`config.mk`:
```
export PLATFORM = sky130hd
export DESIGN_NAME = e2p_isqrt
export DESIGN_NICKNAME = d
export VERILOG_FILES = /design/src/rtl/core/e2p_pkg.sv /design/src/rtl/core/e2p_isqrt.sv
export SDC_FILE = /design/constraint.sdc
export NUM_CORES = 2
export LEC_CHECK = 0
export BUFFER_PORTS_ARGS = -buffer_cell sky130_fd_sc_hd__buf_2
export CAP_MARGIN = 10
export CORE_ASPECT_RATIO = 0.9
export CORE_MARGIN = 2
export CORE_UTILIZATION = 40
export CTS_BUF_LIST = sky130_fd_sc_hd__clkbuf_16
export DETAILED_ROUTE_END_ITERATION = 10
export HOLD_SLACK_MARGIN = 0.1
export REMOVE_ABC_BUFFERS = 1
export SETUP_SLACK_MARGIN = 0.4
export SLEW_MARGIN = 25
export SYNTH_ARGS = -nofsm -noshare
export SYNTH_HDL_FRONTEND = slang
export SYNTH_MEMORY_MAX_BITS = 65536
export SYNTH_SLANG_ARGS = --single-unit
```
`constraint.sdc`:
```
create_clock -name clk -period 5.4 [get_ports clk]
set_clock_uncertainty 0.1 [all_clocks]
set_input_delay 0.54 -clock clk [delete_from_list [all_inputs] [get_ports clk]]
set_output_delay 0.54 -clock clk [all_outputs]
set_load 0.03 [all_outputs]
```
`src/rtl/core/e2p_pkg.sv`:
```
package e2p_pkg;

  // Defaults for the top-level parameters
  localparam int MAX_SRC_WIDTH_DEF  = 8192;
  localparam int DST_COORD_BITS_DEF = 12;
  localparam int ANGLE_BITS_DEF     = 18;

  // Fixed field widths
  localparam int VEC_W      = 63;
  localparam int COMP_W     = 21;
  localparam int SRC_W_W    = 14;
  localparam int SRC_H_W    = 13;
  localparam int CFG_IDX_W  = 3;
  localparam int SQRT_BITS  = 31;
  localparam int MAG_BITS   = 30;
  localparam int TAB_LEN    = 24;

  // Register indexes of the configuration port
  localparam logic [CFG_IDX_W-1:0] REG_ORIGIN   = 3'd0;
  localparam logic [CFG_IDX_W-1:0] REG_COL_STEP = 3'd1;
  localparam logic [CFG_IDX_W-1:0] REG_ROW_STEP = 3'd2;
  localparam logic [CFG_IDX_W-1:0] REG_SRC_W    = 3'd3;
  localparam logic [CFG_IDX_W-1:0] REG_SRC_H    = 3'd4;

  localparam logic [SRC_W_W-1:0] SRC_W_RST = 14'd4096;
  localparam logic [SRC_H_W-1:0] SRC_H_RST = 13'd2048;

  // atan(2^-i) in turns, 32 fraction bits
  localparam logic [31:0] STEP_TAB [TAB_LEN] = '{
    32'h20000000, 32'h12E4051D, 32'h09FB385B, 32'h051111D4, 32'h028B0D43, 32'h0145D7E1,
    32'h00A2F61E, 32'h00517C55, 32'h0028BE53, 32'h00145F2E, 32'h000A2F98, 32'h000517CC,
    32'h00028BE6, 32'h000145F3, 32'h0000A2F9, 32'h0000517C, 32'h000028BE, 32'h0000145F,
    32'h00000A2F, 32'h00000517, 32'h0000028B, 32'h00000145, 32'h000000A2, 32'h00000051
  };

  // Round the step angle half up to the angle resolution
  function automatic logic [31:0] step_angle(input int i, input int ab);
    logic [32:0] t;
    t = {1'b0, STEP_TAB[i]} + (33'd1 << (31 - ab));
    t = t >> (32 - ab);
    return t[31:0];
  endfunction

  // Cycles from an accepted request to its result strobe
  function automatic int e2p_latency(input int ab);
    return ab + 12 + SQRT_BITS;
  endfunction

endpackage

```
`src/rtl/core/e2p_isqrt.sv`:
```
module e2p_isqrt import e2p_pkg::*; #(
  parameter int SIDE_W = 8
) (
  input  logic                   clk,
  input  logic                   rst_n,
  input  logic                   in_vld,
  input  logic [2*SQRT_BITS-1:0] in_rad,
  input  logic [SIDE_W-1:0]      in_side,
  output logic                   out_vld,
  output logic [SQRT_BITS-1:0]   out_root,
  output logic [SIDE_W-1:0]      out_side
);

  localparam int N = SQRT_BITS;

  logic [2*N-1:0]  rad_r  [0:N];
  logic [N:0]      rem_r  [0:N];
  logic [N-1:0]    root_r [0:N];
  logic [SIDE_W-1:0] side_r [0:N];
  logic [N:0]      vld_r;

  // Load the radicand
  always_ff @(posedge clk) begin
    if (!rst_n) begin
      vld_r[0] <= 1'b0;
    end else begin
      vld_r[0] <= in_vld;
    end
    rad_r[0]  <= in_rad;
    rem_r[0]  <= '0;
    root_r[0] <= '0;
    side_r[0] <= in_side;
  end

  // One root bit per stage, restoring digit recurrence
  for (genvar k = 0; k < N; k++) begin : g_stage
    logic [N+2:0] rem_sh;
    logic [N+2:0] trial;
    logic         ge;
    logic [N+2:0] rem_nxt;

    always_comb begin
      rem_sh  = {rem_r[k], rad_r[k][2*N-1 -: 2]};
      trial   = {1'b0, root_r[k], 2'b01};
      ge      = (rem_sh >= trial);
      rem_nxt = ge ? (rem_sh - trial) : rem_sh;
    end

    always_ff @(posedge clk) begin
      if (!rst_n) begin
        vld_r[k+1] <= 1'b0;
      end else begin
        vld_r[k+1] <= vld_r[k];
      end
      rad_r[k+1]  <= rad_r[k] << 2;
      rem_r[k+1]  <= rem_nxt[N:0];
      root_r[k+1] <= {root_r[k][N-2:0], ge};
      side_r[k+1] <= side_r[k];
    end
  end

  assign out_vld  = vld_r[N];
  assign out_root = root_r[N];
  assign out_side = side_r[N];

endmodule

```
==> results.toml <==
[pwr]
p_int_mw = 37.4
ir_worst_vdd_mv = 0.307
combPwrFrac = 0.144
p_per_area_nw_per_um2 = 481
p_clk_frac = 0.368
switchingPower_mw = 13.8
power_frac_seq = 0.488
swShare = 0.270
p_leak_nw = 49.5

[critical_path]
startpoint_type = "flip-flop"
worstSetupPathType = "flip-flop to flip-flop"
required_ns = 6.06
cp_max_fo = 29
cp.arrival_ns = 4.64
cp-end-kind = "flip-flop"

[grt]
antenna_found_initial = 1
gr-total-overflow = 0
grt_pass1_vias = 58600
grt_first_pass_wirelength_um = 300000
grt_max_degree = 59
grtUsageTotal = 0.156

[run_status]
status = "finished, final reports clean"

[cts]
cts.sinks = 2690
cts-root-buf = "clkbuf_16"
clk_pin_slew_ns = 0.06
numCtsBuffers = 289
clock_path_buffers = 4
insertion_delay_ns = 0.89
cts-resized-gates = 0
post_cts_buffers = 0
cts_tree = "yes"
cts_max_level = 5

[place]
place_area_um2 = 96100
port_buffers = 112
dp_hpwl_um = 138000
gp_congestion = 0.889

[timing]
hold_viol = 0
post-route-period-util = 0.736
relSlewSlack = 0.349
tightestPinTransition_ns = 0.964
finalSetupViolCount = 0
fin_crit_ns = 3.97
slew_viol_final = 0
tns_ns = 0
rsz0062_at_grt = "no"
clock.fmax_ghz = 0.252
holdWs_ns = 0.171

[routing]
drt-pass1-iter-count = 6
wl_per_cell_um = 14.9
ant_nets = 0
drt_iter0_drc = 3751
drc = 0
via_per_inst = 4.82
totalWireLength_um = 185000
vias = 59700

[yosys]
synth.avg_cell_area_um2 = 10.5
synth_edf_count = 0
async_flop_share = 0
yosys_warnings = 0
synth_cells = 8746
yosys.area.top_type = "dfxtp_1"
yosysUniqueCellTypes = 83
synth_area_um2 = 92100
synth-seq-cells = 2690
synth_top_cells_by_area = "dfxtp_1, ha_1, xnor2_1"
synth_top_area_share = 0.585
synth_flop_cell = "dfxtp_1"
yosysSeqAreaShare = 0.585

[die]
rows = 167
num_io_pins = 113
die_h_um = 459
start_util = 0.401
core_um2 = 229000
dieArea_um2 = 234000
die_width_um = 510

[final_layout]
fill_cells = 21100
syn2layout_area_growth_pct = 15.7
nets = 9742
design_area_um2 = 107000
fin_util = 0.464
drive_gt1_frac = 0.0730
final_common_cell = "dfxtp_1"
mostFrequentLayoutCells = "dfxtp_1, inv_1, nand2_1"
multiInputGateArea_um2 = 35100
layout.area.seq_um2 = 53900

[min_path]
hold_class = "input pin to flip-flop"

[flow_run]
maxCapViolations = 0
[cell type report]
type	instances	share of cell area
Sequential cell	2690	0.506
Multi-Input combinational cell	5217	0.330
Clock buffer	294	0.0691
Tap cell	3042	0.0357
Inverter	676	0.0238
Timing Repair Buffer	267	0.0192
Clock inverter	200	0.0166
Antenna cell	4	0.0000940
[sequential cells by signal (all words and copies together), names as in the netlist]
name     cells
rad_r      992
rem_r      914
root_r     496
side_r     256
vld_r       31
out_vld      1
[worst max-delay path: stages, from the launching register on]
cell and delay, ns:
dfxtp_1 0.33, inv_1 0.05, ha_1 0.34, nor2b_1 0.14, o21ai_0 0.08, nand2b_1 0.17
a21oi_1 0.12, o311ai_0 0.84, a21oi_1 0.19, a211oi_1 0.61, a21oi_4 0.31, inv_1 0.21
mux2_2 0.35
[power groups by stage]
stage	logic [mW]	clock network [mW]	registers, mW
final	7.36	18.8	25.0
after global routing	8.28	20.3	25.4
after CTS	7.35	19.5	25.1
after detailed placement	7.23	0	25.5
after global placement	7.10	0	25.5
after floorplan	5.68	0	24.6
[cells by family (layout without fill, tap and decap cells)]
logic type | count (synthesis) | count (layout) | synth area share
xor+xnor | 749 | 749 | 0.0713
simple gates | 2208 | 2208 | 0.118
other cells | 1 | 5 | 0.0000407
mux | 71 | 71 | 0.00853
buf+inv | 839 | 1437 | 0.0346
fa+ha+maj | 528 | 528 | 0.0718
compound gates | 1660 | 1660 | 0.111
flops | 2690 | 2690 | 0.585
[routing by layer]
metal	global-route usage	up-vias	routed length [um]
met2	0.261	1213	85800
met4	0.0542	0	5540
li1	-	30400	-
met5	0	-	0
met1	0.203	27700	85500
met3	0.0260	382	7990
[final timing paths]
path                                            start                    end  slack, ns  cells past startpoint
worst max register to register  root_r[28][0]$_DFF_P_   rem_r[7][47]$_DFF_P_       1.43                     12
worst min register to register  rad_r[3][119]$_DFF_P_  rad_r[3][183]$_DFF_P_       0.19                      0
worst min-delay path                       in_rad[45]   rad_r[0][45]$_DFF_P_       0.17                      2
worst max-delay path            root_r[28][0]$_DFF_P_   rem_r[7][47]$_DFF_P_       1.43                     12
[synthesized netlist by cell type, types with 57 or more instances]
cell type	n
mux2_2	60
ha_1	528
a21oi_1	493
nand2b_1	119
or3_1	90
and2_1	62
o21ai_0	473
dfxtp_1	2690
o21a_1	102
xnor2_1	390
nand3_1	118
clkbuf_1	138
a21o_1	219
nor2_1	500
o31ai_1	57
nor4_1	105
nand4_1	94
nand2_1	621
inv_1	674
xor2_1	359
nor3_1	198
nor2b_1	89
[per-stage QoR]
| step | cells | setup slack, ns | power (mW) |
|---|---|---|---|
| final | 12400 | 1.43 | 51.2 |
| after global routing | 12400 | 1.17 | 54.0 |
| after CTS | 12400 | 1.37 | 51.9 |
| after detailed placement | 11800 | 1.41 | 32.7 |
| after global placement | 11800 | 1.46 | 32.6 |
| after floorplan | 8583 | -0.0991 | 30.3 |
[timing repair]
item                       4_1_cts  5_1_grt
setup endpoints to repair        0        0
hold endpoints to repair       102        0
hold buffers                   129        0
Power figures use the tool's default switching activity.
